$ cat src/rtl/epsc_pkg.sv
`timescale 1ns / 1ps
`default_nettype none
// ----------------------------------------------------------------------------
// epsc_pkg: shared constants and helpers for epoch to calendar conversion
// Field widths, time constants, and the month length table.
// ----------------------------------------------------------------------------
package epsc_pkg;

  // Field widths
  localparam int EpochW  = 31;
  localparam int WorkW   = 32;  // epoch plus zone offset, and shifted divisors
  localparam int YearW   = 11;
  localparam int MonthW  = 4;
  localparam int DayW    = 5;
  localparam int HourW   = 5;
  localparam int MinuteW = 6;
  localparam int SecondW = 6;
  localparam int RemW    = 17;  // seconds of the day, below 86400
  localparam int QuoW    = 15;  // day count, below 2^15 for any input
  localparam int StepW   = 4;   // bit position counter of the divide passes

  // Time constants
  localparam int unsigned ZoneOffsetSecs = 28800;
  localparam int unsigned DaySecs        = 86400;
  localparam int unsigned HourSecs       = 3600;
  localparam int unsigned MinuteSecs     = 60;
  localparam int unsigned BaseYear       = 1970;
  localparam int unsigned CommonDays     = 31536000 / DaySecs;
  localparam int unsigned LeapDays       = 31622400 / DaySecs;
  localparam int unsigned LastMonth      = 11;

  // Quotient bits each pass develops
  localparam int HourBits   = HourW;
  localparam int MinuteBits = MinuteW;

  // Leap year test. Across 1970..2038 the only century year is 2000, which
  // is divisible by 400, so divisibility by four settles it.
  function automatic logic is_leap(input logic [YearW-1:0] year);
    is_leap = (year[1:0] == 2'b00);
  endfunction

  // Days in a month, month counted from 0
  function automatic logic [8:0] month_days(input logic [MonthW-1:0] month,
                                            input logic leap);
    logic [8:0] len;
    case (month)
      4'd0:    len = 9'd31;
      4'd1:    len = leap ? 9'd29 : 9'd28;
      4'd2:    len = 9'd31;
      4'd3:    len = 9'd30;
      4'd4:    len = 9'd31;
      4'd5:    len = 9'd30;
      4'd6:    len = 9'd31;
      4'd7:    len = 9'd31;
      4'd8:    len = 9'd30;
      4'd9:    len = 9'd31;
      4'd10:   len = 9'd30;
      4'd11:   len = 9'd31;
      default: len = 9'd31;
    endcase
    month_days = len;
  endfunction

endpackage
`default_nettype wire

$ cat src/rtl/epoch_seconds_to_calendar_core.sv
`timescale 1ns / 1ps
`default_nettype none
// ----------------------------------------------------------------------------
// epoch_seconds_to_calendar_core: epoch seconds to UTC+8 calendar date/time
// A small sequencer drives one compare and subtract unit through the day
// divide, year and month walks, and the hour and minute divides.
// ----------------------------------------------------------------------------
//  channel | direction | handshake               | payload
//  in      | input     | in_valid_i / in_stall_o  | epoch_seconds_i
//  out     | output    | out_valid_o / out_stall_i| cal_year_o .. cal_second_o
//
//  The year walk on the shared subtractor dominates the conversion of an item.
//  Reset clears the sequencer and the output valid; nothing else is kept.
//  in_stall_o is high while an item is being converted. A finished result
//  waits in the output register; a new item can be taken while it waits.
// ----------------------------------------------------------------------------
module epoch_seconds_to_calendar_core (
  input  logic                         clk_i,
  input  logic                         rst_ni,
  input  logic                         in_valid_i,
  output logic                         in_stall_o,
  input  logic [epsc_pkg::EpochW-1:0]  epoch_seconds_i,
  output logic                         out_valid_o,
  input  logic                         out_stall_i,
  output logic [epsc_pkg::YearW-1:0]   cal_year_o,
  output logic [epsc_pkg::MonthW-1:0]  cal_month_o,
  output logic [epsc_pkg::DayW-1:0]    cal_day_o,
  output logic [epsc_pkg::HourW-1:0]   cal_hour_o,
  output logic [epsc_pkg::MinuteW-1:0] cal_minute_o,
  output logic [epsc_pkg::SecondW-1:0] cal_second_o
);
  import epsc_pkg::*;

  // Sequencer states
  localparam logic [2:0] S_IDLE  = 3'd0;
  localparam logic [2:0] S_DAYS  = 3'd1;
  localparam logic [2:0] S_YEAR  = 3'd2;
  localparam logic [2:0] S_MONTH = 3'd3;
  localparam logic [2:0] S_HOUR  = 3'd4;
  localparam logic [2:0] S_MIN   = 3'd5;
  localparam logic [2:0] S_DONE  = 3'd6;

  logic [2:0]         state_q, state_d;
  logic               out_valid_q, out_valid_d;
  logic [WorkW-1:0]   num_q, num_d;
  logic [RemW-1:0]    rem_q, rem_d;
  logic [QuoW-1:0]    quo_q, quo_d;
  logic [StepW-1:0]   k_q, k_d;
  logic [YearW-1:0]   year_q, year_d;
  logic [MonthW-1:0]  month_q, month_d;
  logic [DayW-1:0]    day_q, day_d;
  logic [HourW-1:0]   hour_q, hour_d;
  logic [MinuteW-1:0] minute_q, minute_d;
  logic [SecondW-1:0] second_q, second_d;

  logic [YearW-1:0]   oyear_q, oyear_d;
  logic [MonthW-1:0]  omonth_q, omonth_d;
  logic [DayW-1:0]    oday_q, oday_d;
  logic [HourW-1:0]   ohour_q, ohour_d;
  logic [MinuteW-1:0] ominute_q, ominute_d;
  logic [SecondW-1:0] osecond_q, osecond_d;

  logic               leap;
  logic [WorkW-1:0]   op_b;
  logic               ge;
  logic [WorkW-1:0]   diff;
  logic [WorkW-1:0]   step_num;
  logic [QuoW-1:0]    quo_next;
  logic               out_load;

  assign leap     = is_leap(year_q);
  assign step_num = ge ? diff : num_q;
  assign quo_next = {quo_q[QuoW-2:0], ge};
  assign out_load = (state_q == S_DONE) && (!out_valid_q || !out_stall_i);

  // Divisor for the shared unit
  always_comb begin
    case (state_q)
      S_DAYS:  op_b = WorkW'(DaySecs) << k_q;
      S_YEAR:  op_b = leap ? WorkW'(LeapDays) : WorkW'(CommonDays);
      S_MONTH: op_b = WorkW'(month_days(month_q, leap));
      S_HOUR:  op_b = WorkW'(HourSecs) << k_q;
      S_MIN:   op_b = WorkW'(MinuteSecs) << k_q;
      default: op_b = '0;
    endcase
  end

  epsc_csub u_csub (
    .a_i    (num_q),
    .b_i    (op_b),
    .ge_o   (ge),
    .diff_o (diff)
  );

  // Sequencer
  always_comb begin
    state_d     = state_q;
    out_valid_d = out_valid_q;
    num_d       = num_q;
    rem_d       = rem_q;
    quo_d       = quo_q;
    k_d         = k_q;
    year_d      = year_q;
    month_d     = month_q;
    day_d       = day_q;
    hour_d      = hour_q;
    minute_d    = minute_q;
    second_d    = second_q;
    oyear_d     = oyear_q;
    omonth_d    = omonth_q;
    oday_d      = oday_q;
    ohour_d     = ohour_q;
    ominute_d   = ominute_q;
    osecond_d   = osecond_q;

    if (out_valid_q && !out_stall_i) begin
      out_valid_d = 1'b0;
    end

    case (state_q)
      S_IDLE: begin
        if (in_valid_i) begin
          num_d   = WorkW'(epoch_seconds_i) + WorkW'(ZoneOffsetSecs);
          quo_d   = '0;
          k_d     = StepW'(QuoW - 1);
          state_d = S_DAYS;
        end
      end
      // Restoring divide by one day, one quotient bit a cycle
      S_DAYS: begin
        num_d = step_num;
        quo_d = quo_next;
        if (k_q == '0) begin
          rem_d   = step_num[RemW-1:0];
          num_d   = WorkW'(quo_next);
          year_d  = YearW'(BaseYear);
          state_d = S_YEAR;
        end else begin
          k_d = k_q - 1'b1;
        end
      end
      // Take whole years off the day count
      S_YEAR: begin
        if (ge) begin
          num_d  = diff;
          year_d = year_q + 1'b1;
        end else begin
          month_d = '0;
          state_d = S_MONTH;
        end
      end
      // Take whole months off; December takes what is left
      S_MONTH: begin
        if (!ge || month_q == MonthW'(LastMonth)) begin
          day_d   = num_q[DayW-1:0] + 1'b1;
          num_d   = WorkW'(rem_q);
          quo_d   = '0;
          k_d     = StepW'(HourBits - 1);
          state_d = S_HOUR;
        end else begin
          num_d   = diff;
          month_d = month_q + 1'b1;
        end
      end
      S_HOUR: begin
        num_d = step_num;
        quo_d = quo_next;
        if (k_q == '0) begin
          hour_d  = quo_next[HourW-1:0];
          quo_d   = '0;
          k_d     = StepW'(MinuteBits - 1);
          state_d = S_MIN;
        end else begin
          k_d = k_q - 1'b1;
        end
      end
      S_MIN: begin
        num_d = step_num;
        quo_d = quo_next;
        if (k_q == '0) begin
          minute_d = quo_next[MinuteW-1:0];
          second_d = step_num[SecondW-1:0];
          state_d  = S_DONE;
        end else begin
          k_d = k_q - 1'b1;
        end
      end
      // Hand the result to the output register once it is free
      S_DONE: begin
        if (out_load) begin
          oyear_d     = year_q;
          omonth_d    = month_q + 1'b1;
          oday_d      = day_q;
          ohour_d     = hour_q;
          ominute_d   = minute_q;
          osecond_d   = second_q;
          out_valid_d = 1'b1;
          state_d     = S_IDLE;
        end
      end
      default: begin
        state_d = S_IDLE;
      end
    endcase
  end

  // Control registers
  always_ff @(posedge clk_i or negedge rst_ni) begin
    if (!rst_ni) begin
      state_q     <= S_IDLE;
      out_valid_q <= 1'b0;
    end else begin
      state_q     <= state_d;
      out_valid_q <= out_valid_d;
    end
  end

  // Datapath registers
  always_ff @(posedge clk_i) begin
    num_q     <= num_d;
    rem_q     <= rem_d;
    quo_q     <= quo_d;
    k_q       <= k_d;
    year_q    <= year_d;
    month_q   <= month_d;
    day_q     <= day_d;
    hour_q    <= hour_d;
    minute_q  <= minute_d;
    second_q  <= second_d;
    oyear_q   <= oyear_d;
    omonth_q  <= omonth_d;
    oday_q    <= oday_d;
    ohour_q   <= ohour_d;
    ominute_q <= ominute_d;
    osecond_q <= osecond_d;
  end

  assign in_stall_o   = (state_q != S_IDLE);
  assign out_valid_o  = out_valid_q;
  assign cal_year_o   = oyear_q;
  assign cal_month_o  = omonth_q;
  assign cal_day_o    = oday_q;
  assign cal_hour_o   = ohour_q;
  assign cal_minute_o = ominute_q;
  assign cal_second_o = osecond_q;

`ifndef NO_ASSERTIONS
  // An accepted item starts the day divide
  a_accept_starts: assert property (@(posedge clk_i) disable iff (!rst_ni)
    in_valid_i && !in_stall_o |=> state_q == S_DAYS)
    else $error("accepted item did not start the day divide");

  // Loading the result register always raises valid
  a_load_valid: assert property (@(posedge clk_i) disable iff (!rst_ni)
    out_load |=> out_valid_o)
    else $error("result load did not raise valid");

  // The year walk stays within the input range
  a_year_range: assert property (@(posedge clk_i) disable iff (!rst_ni)
    state_q == S_YEAR |-> year_q <= YearW'(2038))
    else $error("year walk ran past range");

  // The month walk never goes past December
  a_month_range: assert property (@(posedge clk_i) disable iff (!rst_ni)
    state_q == S_MONTH |-> month_q <= MonthW'(LastMonth))
    else $error("month walk ran past December");

  // The hour divide never runs more passes than hour bits
  a_hour_step: assert property (@(posedge clk_i) disable iff (!rst_ni)
    state_q == S_HOUR |-> k_q < StepW'(HourBits))
    else $error("hour divide step out of range");
`endif

endmodule
`default_nettype wire

$ cat src/rtl/epsc_csub.sv
`timescale 1ns / 1ps
`default_nettype none
// ----------------------------------------------------------------------------
// epsc_csub: shared compare and subtract unit
// Compares the working value against a divisor and gives the difference.
// ----------------------------------------------------------------------------
module epsc_csub (
  input  logic [epsc_pkg::WorkW-1:0] a_i,
  input  logic [epsc_pkg::WorkW-1:0] b_i,
  output logic                       ge_o,
  output logic [epsc_pkg::WorkW-1:0] diff_o
);
  import epsc_pkg::*;

  logic [WorkW:0] sub;

  // One wide subtract; the borrow gives the compare
  assign sub    = {1'b0, a_i} - {1'b0, b_i};
  assign ge_o   = ~sub[WorkW];
  assign diff_o = sub[WorkW-1:0];

endmodule
`default_nettype wire
$ cat config.mk
export PLATFORM = sky130hd
export DESIGN_NAME = epoch_seconds_to_calendar_core
export DESIGN_NICKNAME = d
export VERILOG_FILES = /design/src/rtl/epsc_pkg.sv /design/src/rtl/epoch_seconds_to_calendar_core.sv /design/src/rtl/epsc_csub.sv
export SDC_FILE = /design/constraint.sdc
export NUM_CORES = 1
export LEC_CHECK = 0
export ABC_AREA = 1
export BUFFER_PORTS_ARGS = -buffer_cell sky130_fd_sc_hd__buf_2
export CAP_MARGIN = 15
export CELL_PAD_IN_SITES_DETAIL_PLACEMENT = 0
export CELL_PAD_IN_SITES_GLOBAL_PLACEMENT = 2
export CORE_ASPECT_RATIO = 0.9
export CORE_UTILIZATION = 35
export DETAILED_ROUTE_END_ITERATION = 7
export PLACE_DENSITY = 0.8
export REMOVE_ABC_BUFFERS = 1
export SLEW_MARGIN = 10
export SYNTH_ARGS = -nofsm -noshare
export SYNTH_HDL_FRONTEND = slang
export SYNTH_SLANG_ARGS = --single-unit
$ cat constraint.sdc
create_clock -name clk_i -period 7.7 [get_ports clk_i]
set_clock_uncertainty 0.2 [all_clocks]
set_input_delay 0.77 -clock clk_i [delete_from_list [all_inputs] [get_ports clk_i]]
set_output_delay 0.77 -clock clk_i [all_outputs]
set_load 0.01 [all_outputs]
==> results list, run 1 <==
- After floorplanning, the core was divided into 59 placement rows.
- Starting DRC count in detailed routing: 586
- Mean Syn Cell Area: 7.59 um^2
* Count of buffering cells on the critical path with inverters included: 5
- The worst setup path is of the register to register kind.
- The routed layout has 9,000 vias.
- Wire length of the first global-routing pass: 48,000 um
- In this run the top signal layer used is met4.
* Effective utilization at floorplan: 0.356
* Leading cell type in the layout, fill and taps excluded: sky130_fd_sc_hd__nand2_1
- Worst reg2reg path depth: 19
- Insertion delay of the later-clocked pin in the worst-skew pair: 0.44 ns
* Die area: 30,100 um^2
- Detailed placement ended at an HPWL of 23,900 um.
- DRT Wirelength: 30,700 um
- Sequential fraction of the synthesis area: 0.421
* Clock buffer depth: 2
* Horizontal extent of the die: 183 um
- Gates resized during post-CTS repair numbered 0.
* Post-route clock period utilization: 0.713
* WL met1: 15,900 um
- Across all hold checks on the routed design, the worst slack comes to 0.215 ns.
* Crit path cell chain: nor2_1, nand2_2, inv_2, nor2_4, nor2_1, inv_1, nor3_1, a22o_1, inv_1, ha_1, nand2_2, inv_2, a21oi_2, nand2_1, a21oi_4, nand2_8, nand3_4, nand3_1, inv_1
- WL met2: 13,000 um
* Number of H-tree levels: 4
* Count of flip-flops with a built-in enable after synthesis: 141
- Most frequent cells in the layout: sky130_fd_sc_hd__nand2_1, sky130_fd_sc_hd__inv_1, sky130_fd_sc_hd__edfxtp_1
* Final TNS setup: 0 ns
- The most critical setup path has its startpoint at state_q[1]$_DFFE_PN0P_.
- Shortest clock period the worst path allows after layout: 5.49 ns
- Grouping stages by cell kind, the critical path spends the most delay in simple AND/OR/NAND/NOR gates.
* Unrepaired setup endpoints after global routing: false
* Gp weighted congestion: 0.923
* Worst-case headroom to the max-slew limit: 0.477
* Maximum clock rate: 182 MHz
- Counting the fill cells in the layout gives 3,039.
- The largest individual stage delay along the critical path comes from the cell sky130_fd_sc_hd__a21oi_4.
- Clock-pin slew on the worst setup and hold paths: 0.07 ns
- Netlist area before placement: 10,300 um^2
- The worst setup path is captured at a register.
- Relative to the synthesized area, the layout overhead comes to 13.4%.
* TritonCTS buffer count: 17
- The via count of the first global-routing pass is 8,444.
- The final layout contains 1,509 nets.
- GRT Resource Usage Total: 0.213
* Worst Setup Start Kind: register
- Number of iterations in the first detailed-routing pass: 7
- The synthesized netlist contains 55 unique library cells.
* Worst-case register-to-register setup slack: 2.21 ns
* WP data arrival: 5.38 ns
* Max capacitance violation total: 0
- In this run the critical register-to-register path is launched from state_q[1]$_DFFE_PN0P_.
* Hold violation count in the final report: 0
- Setup violations remaining at the end of the flow were counted as 0.
- Crit Reg-Reg Endpoint: quo_q[13]$_DFFE_PP_
- Register bit count reported by yosys: 145
- The worst hold path terminates at cal_second_o[4]$_DFFE_PP_.
- Number of standard cells after synthesis: 1,358
- Number of placed I/O pins: 74
- In the routed layout, each cell is associated on average with a via count of 4.89.
- The run finished with clean final reports.
- Summed over all nets, wire length on met3 after detailed routing comes to 1410 um.
- For the pin with the worst max-slew slack, the measured transition is 0.782 ns.
- After detailed routing, the average wire length per cell comes to 16.7 um.
- In this run the standard cell core region covers 28,900 um^2.
- TritonCTS built the clock tree.
- Number of buffer cells added on primary ports: 73
- Ant diodes: 0
* Delay of the slowest critical-path stage: 0.56 ns
- Maximum number of pins on one net before global-route repair: 53
* Clk root buf: sky130_fd_sc_hd__clkbuf_16
- Residual DRC: 0
- Worst endpoint required time: 7.59 ns
* Async S/R FF share, synth: 0.0276
- Remaining antenna violation count after routing: 0
* Dominant synthesized flop cell: sky130_fd_sc_hd__edfxtp_1
- Min-Delay Path Depth: 0
* Max Transition Viols Final: 0
- In this run the vertical extent of the chip is 165 um.
* Count of yosys warnings during synthesis: 0
- Clock tree synthesis found a total of 145 sinks.
- Of all nets on the critical path, the largest fanout is 52.
* Most used cell along the critical path: sky130_fd_sc_hd__inv_1
- The initial antenna violation count is 0.
- The startpoint identified for the worst hold timing path is second_q[4]$_DFFE_PP_.
* Share of post-route cells with drive strength above 1: 0.116
* Class of the most critical hold timing path: register to register
* GR Overflow Total: 0
## area by class of cell
cell class | count | area [um^2] | area share
inverters | 203 | 762 | 0.0652
repair buffers | 81 | 428 | 0.0366
clock inverters | 15 | 188 | 0.0161
well taps | 396 | 495 | 0.0424
clock buffers | 17 | 425 | 0.0364
flip-flops and latches | 145 | 4330 | 0.371
multi-input cells | 982 | 5050 | 0.432
## how the worst max path moves through the flow
stage	endpoint	depth (start not counted)	slack, ns
after floorplan	quo_q[0]$_DFFE_PP_	19	3.43
final	quo_q[13]$_DFFE_PP_	19	2.21
after global routing	quo_q[10]$_DFFE_PP_	19	1.65
after global placement	quo_q[4]$_DFFE_PP_	19	2.32
after detailed placement	quo_q[12]$_DFFE_PP_	19	2.19
after CTS	quo_q[8]$_DFFE_PP_	19	2.20
## registers in the layout, summed over array words and instances, names as in the netlist, 5 cells and up
name and flops:
num_q 32, rem_q 17, quo_q 14, cal_year_o 11, year_q 11, cal_minute_o 6
cal_second_o 6, minute_q 6, second_q 6, cal_day_o 5, cal_hour_o 5, day_q 5
hour_q 5
## synth_stat cells (12+ instances only)
cell                         n  area (um^2)
sky130_fd_sc_hd__edfxtp_1  141         4230
sky130_fd_sc_hd__nand3_1   126          631
sky130_fd_sc_hd__ha_1       43          538
sky130_fd_sc_hd__and2_1     17          106
sky130_fd_sc_hd__nor3_1     14         70.1
sky130_fd_sc_hd__nor2_1    117          439
sky130_fd_sc_hd__nand2_1   415         1560
sky130_fd_sc_hd__o21ai_0    55          275
sky130_fd_sc_hd__inv_1     190          713
sky130_fd_sc_hd__inv_2      12         45.0
sky130_fd_sc_hd__nand3b_1   20          150
sky130_fd_sc_hd__a21oi_1    42          210
sky130_fd_sc_hd__xor2_1     19          166
## cell families after synthesis
family | count (synthesis) | share of synthesized area
xor gates and xnor gates | 28 | 0.0238
adders and majority gates | 44 | 0.0542
muxes | 1 | 0.000972
DFF | 145 | 0.421
AOI/OAI and AO/OA | 144 | 0.0799
buffers and inverters | 231 | 0.0914
and+or+nand+nor | 765 | 0.329
## layer usage
layer,vias up,track usage
li1,4583,-
met1,4189,0.320
met2,202,0.315
met3,26,0.0342
met4,0,0.0587
met5,-,0
## metrics by stage
step	setup slack, ns	cells	area (um^2)	utilization
after floorplan	3.43	1330	10100	-
after global placement	2.32	1806	11100	0.382
after detailed placement	2.19	1806	11100	0.382
after CTS	2.20	1839	11700	0.404
after global routing	1.65	1839	11700	0.404
final	2.21	1839	11700	0.404
## repair_timing
item,4_1_cts,5_1_grt
hold buffers,1,0
endpoints found under the hold margin,4,0
buffers inserted,0,0
Power of run 1 is not shown: default switching activity piles up to over one toggle a cycle in this logic, so the estimate is an artifact.
==> run 2, diff against run 1 <==
--- a/config.mk
+++ b/config.mk
@@ -5,7 +5,7 @@
 export SDC_FILE = /design/constraint.sdc
 export NUM_CORES = 1
 export LEC_CHECK = 0
-export ABC_AREA = 1
+export ABC_AREA = 0
 export BUFFER_PORTS_ARGS = -buffer_cell sky130_fd_sc_hd__buf_2
 export CAP_MARGIN = 15
 export CELL_PAD_IN_SITES_DETAIL_PLACEMENT = 0
@@ -13,7 +13,7 @@
 export CORE_ASPECT_RATIO = 0.9
 export CORE_UTILIZATION = 35
 export DETAILED_ROUTE_END_ITERATION = 7
-export PLACE_DENSITY = 0.8
+export PLACE_DENSITY = 0.77
 export REMOVE_ABC_BUFFERS = 1
 export SLEW_MARGIN = 10
 export SYNTH_ARGS = -nofsm -noshare
==> constraint.sdc (replaced) <==
create_clock -name clk_i -period 4.9 [get_ports clk_i]
set_clock_uncertainty 0.2 [all_clocks]
set_input_delay 0.49 -clock clk_i [delete_from_list [all_inputs] [get_ports clk_i]]
set_output_delay 0.49 -clock clk_i [all_outputs]
set_load 0.01 [all_outputs]
==> run 2 against run 1 <==
  * Critical path depth down 1
  * Register-to-register slack worse by 2.0 ns
  * Worst setup slack lost 2.0 ns
  * Wire length is 17% lower
  * Via count fell by 17%
  * First-iteration DRC count is 17% higher
  * Die area down 11%
  * Synthesized cell count is 33% lower
  * Global-route usage decreased by 1.8 points
  * Highest routed layer unchanged
  * Final cell count shrank 25%
  * Critical endpoint is now num_q[15]$_DFFE_PP_
==> results list, run 2 <==
- Run status: completed
* Peak supply drop: 0.000337 V
- The area fraction in compound gates after synthesis came to 0.201 (+0.122).
* Worst-case register-to-register setup slack: 0.25 ns (-1.96 ns)
* Top area cells in the synthesized netlist: sky130_fd_sc_hd__edfxtp_1, sky130_fd_sc_hd__ha_1, sky130_fd_sc_hd__nand2_1
- STA classifies the critical path startpoint as a register.
- Crit Reg-Reg Endpoint: num_q[15]$_DFFE_PP_
* Leading cell type in the layout, fill and taps excluded: sky130_fd_sc_hd__edfxtp_1
- For this run, the leading register cell type out of synthesis is sky130_fd_sc_hd__edfxtp_1.
* Clock-pin slew on the worst setup and hold paths: 0.07 ns (about the same)
- Clock buffer depth: 2 (unchanged)
- The count of final max-slew check failures was 0 (unchanged).
- Async S/R FF share, synth: 0.0276 (unchanged)
- The total of endpoints with negative setup slack in the final report is 0 (unchanged).
- The register bit total from synthesis came to 145 (unchanged).
- Detailed Place HPWL: 18,700 um (-22%)
- The layout filler cell count came to 2,469 (-19%).
- The number of buffers and inverters on the critical path is 4 (-1).
- The overall die area came to 26,900 um^2 (-11%).
- The slowest stage of the critical path is the sky130_fd_sc_hd__edfxtp_1 cell.
* Worst endpoint required time: 4.85 ns (-2.74 ns)
- Critical Setup Path Class: register to register
- # rows: 55 (-6.8%)
- The number of design-rule violations left by the first detailed-router iteration came to 686 (+17%).
* GRT Resource Usage Total: 0.196 (-0.0177)
- The library cells used most frequently in the layout, excluding fill and tap cells, are sky130_fd_sc_hd__edfxtp_1, sky130_fd_sc_hd__nand2_1, sky130_fd_sc_hd__buf_2.
* Wire length per cell: 18.5 um (+11%)
- Adder and majority gate portion of the synthesized area: 0.0608 (+0.00661)
- In this run the worst setup path terminates at num_q[15]$_DFFE_PP_.
- Effective utilization at floorplan: 0.361 (+0.00457)
* Biggest register: num_q
- The area fraction in and, or, nand and nor cells after synthesis was 0.149 (-0.180).
- The fraction of post-synthesis cell area in the top cell type by area is 0.461 (+0.0502).
- DRT Wirelength: 25,600 um (-17%)
* Placeable core region: 25,500 um^2 (-12%)
- Crit path cell chain: ha_1, or3b_2, a21oi_1, o32ai_1, ha_1, fa_1, and2b_1, o31a_2, o2111ai_2, a21oi_2, a41oi_2, buf_12, buf_4, inv_4, nor2_4, a221oi_1, buf_4, a21oi_1
- The vertical extent of the die came to 156 um (-5.5%).
- Unrepaired setup endpoints after global routing: false
- The synthesized area was 9180 um^2 (-11%).
- The instance count on the critical path is 18 (-1).
* Via count of the first global-routing pass: 7,085 (-16%)
- The synthesis warning total was 0 (unchanged).
- The DRC violation count after routing was 0 (unchanged).
- Ant diodes: 0 (unchanged)
- Biggest regs: num_q x32, rem_q x17, quo_q x14
- PD cells: 788 nW/um^2
- The area of placed instances was 10,300 um^2 (-6.8%).
- Largest area contributor in the netlist: sky130_fd_sc_hd__edfxtp_1
* Number of standard cells after synthesis: 912 (-33%)
- Number of buffer cells added on primary ports: 73 (unchanged)
- Antenna violations before repair: 0 (unchanged)
* Final std cell area, no fill: 11,000 um^2 (-5.6%)
- The number of hold violations in the final report came to 0 (unchanged).
* Count leader, synth: sky130_fd_sc_hd__edfxtp_1
* Beginning of the critical path: month_q[0]$_SDFFCE_PN0P_
- The worst slew margin relative to its limit came to 0.315 (-0.162).
- The sequential cell area was 4340 um^2 (about the same).
* Net count reported at finish: 1,102 (-27%)
- The global-route wire length before repair was 40,700 um (-15%).
- WP data arrival: 4.60 ns (-0.78 ns)
* Synth cell types: 73 (+33%)
- The fraction of layout instances using a drive strength above 1 was 0.204 (+0.0872).
- Remaining antenna violation count after routing: 0 (unchanged)
- Sorting the synthesized cells by how often they occur yields sky130_fd_sc_hd__edfxtp_1, sky130_fd_sc_hd__nand2_1, sky130_fd_sc_hd__a21oi_1, sky130_fd_sc_hd__nor2_1, sky130_fd_sc_hd__o21ai_0.
- Number of vias per cell: 5.39 (+10%)
- The die outline width is 173 um (-5.5%).
* Max capacitance violation total: 0 (unchanged)
- The total grt overflow was 0 (unchanged).
- Relative to the synthesized area, the layout overhead comes to 20.1%.
- The XOR/XNOR share of the synthesized area was 0.0591 (+0.0353).
* Count of clock tree sinks: 145 (unchanged)
* Insertion delay of the later-clocked pin in the worst-skew pair: 0.43 ns (about the same)
- The post-route minimum period is 4.65 ns (-0.840 ns).
- Number of iterations in the first detailed-routing pass: 5 (-2)
- Number of H-tree levels: 4 (unchanged)
* Clk root buf: sky130_fd_sc_hd__clkbuf_16
- Mux cell area share after synthesis: 0.0237 (+0.0227)
* Main combinational cell family by area after synthesis: compound AO/OA/AOI/OAI gates
- The highest clock frequency the design can meet was 215 MHz (+18%).
* Clock tree from TritonCTS: done
- The multi-input gate area in the final layout was 4590 um^2 (-9.1%).
* Count of flip-flops with a built-in enable after synthesis: 141 (unchanged)
- The global placer's final weighted congestion was 0.871 (-5.6%).
- The number of buffers added by the clock tree synthesis step came to 17 (unchanged).
- The kind of cell with the highest combined delay along the critical path is compound AO/OA/AOI/OAI gates.
* Flip-flop count of the largest register, all copies and words added: 32 (unchanged)
* Post-route clock period utilization: 0.949 (+0.236)
- The worst-case reg-to-reg path depth was 18 (-1).
- Number of vias in the routed layout: 7,429 (-17%)
- Total leakage power: 4.13 nW
- Max FO, Critical Path: 13 (-75%)
- Worst R2R Start: month_q[0]$_SDFFCE_PN0P_
* Number of placed I/O pins: 74 (unchanged)
- Critical Path Sink Type: register
- The transition time at the pin with the least slew margin came to 1.03 ns (+0.246 ns).
* Mean Syn Cell Area: 10.1 um^2 (+33%)
* Total power consumption of the routed design: 0.00870 W
- Delay of the slowest critical-path stage: 0.45 ns (-0.11 ns)
* Sequential fraction of the synthesis area: 0.472 (+0.0514)
- Maximum number of pins on one net before global-route repair: 41 (-23%)
- Class of the most critical hold timing path: primary input to register
## run 2: cell count changes after synthesis, sizes merged, moves of 25 or more
cell   delta
a21oi    +25
inv     -176
nand2   -337
xnor2    +29
nor2     -60
nand3   -100
## run 2: how the worst min path moves through the flow
stage,cells past startpoint,to,slack (ns),start
floorplan,0,out_valid_o$_DFF_PN0_,-0.006,rst_ni
global placement,1,out_valid_o$_DFF_PN0_,0.10,rst_ni
detailed placement,1,out_valid_o$_DFF_PN0_,0.10,rst_ni
CTS,3,out_valid_o$_DFF_PN0_,0.15,out_stall_i
global route,2,num_q[3]$_DFFE_PP_,0.17,epoch_seconds_i[3]
finish,2,num_q[3]$_DFFE_PP_,0.18,epoch_seconds_i[3]
## run 2: worst reg2reg max path: cells and delay by family (launching register included)
family | cells | cell delay [ns]
AO/OA/AOI/OAI | 8 | 1.48
AND/OR/NAND/NOR | 3 | 0.75
adder cells (fa/ha/maj) | 3 | 0.87
flip-flops | 1 | 0.45
buffers and inverters | 4 | 0.64
## run 2: report_power, final
| part | switching (W) | internal, W | total [W] |
|---|---|---|---|
| clock | 0.000608 | 0.000833 | 0.00144 |
| combinational | 0.00305 | 0.00211 | 0.00516 |
| sequential | 0.000219 | 0.00188 | 0.00209 |
## run 2: area by class of cell
| type | instances | area share |
|---|---|---|
| clock inverter | 15 | 0.0195 |
| multi-input combinational | 694 | 0.416 |
| timing repair buffer | 139 | 0.0846 |
| clock buffer | 17 | 0.0386 |
| tap | 342 | 0.0388 |
| sequential | 145 | 0.393 |
| inverter | 26 | 0.00941 |
## run 2: stage by stage
step | worst slack, ns | cells | hold WS [ns] | setup TNS [ns] | util
4_1_cts | 0.160 | 1375 | 0.149 | 0 | 0.431
2_1_floorplan | -0.730 | 865 | -0.00559 | -14.47 | -
5_1_grt | 0.00914 | 1378 | 0.167 | 0 | 0.433
3_3_place_gp | 0.157 | 1342 | 0.105 | 0 | 0.405
6_report | 0.250 | 1378 | 0.178 | 0 | 0.433
3_5_place_dp | -0.0224 | 1342 | 0.103 | -0.0224 | 0.405
## run 2: kinds of logic after synthesis
group | Yosys count
buffers and inverters | 73
XOR/XNOR | 62
AND/OR/NAND/NOR | 289
flip-flops | 145
AO/OA/AOI/OAI | 279
multiplexers | 20
adder cells (fa/ha/maj) | 44
## run 2: routing by layer
layer / share of wire / vias to the layer above / global-route usage / wire (um)
li1: - / 3687 / - / -
met1: 0.52 / 3558 / 0.289 / 13200
met2: 0.44 / 166 / 0.300 / 11300
met3: 0.031 / 18 / 0.0253 / 783
met4: 0.011 / 0 / 0.0493 / 289
met5: 0 / - / 0 / 0
## run 2: repair_timing
item	CTS	global route
pin swaps	0	0
setup buffers	0	2
setup endpoints to repair	2	56
gates resized for setup	1	8
endpoints found under the hold margin	4	0
hold buffers	1	0
Note: power is estimated with default switching activity, not from simulation.
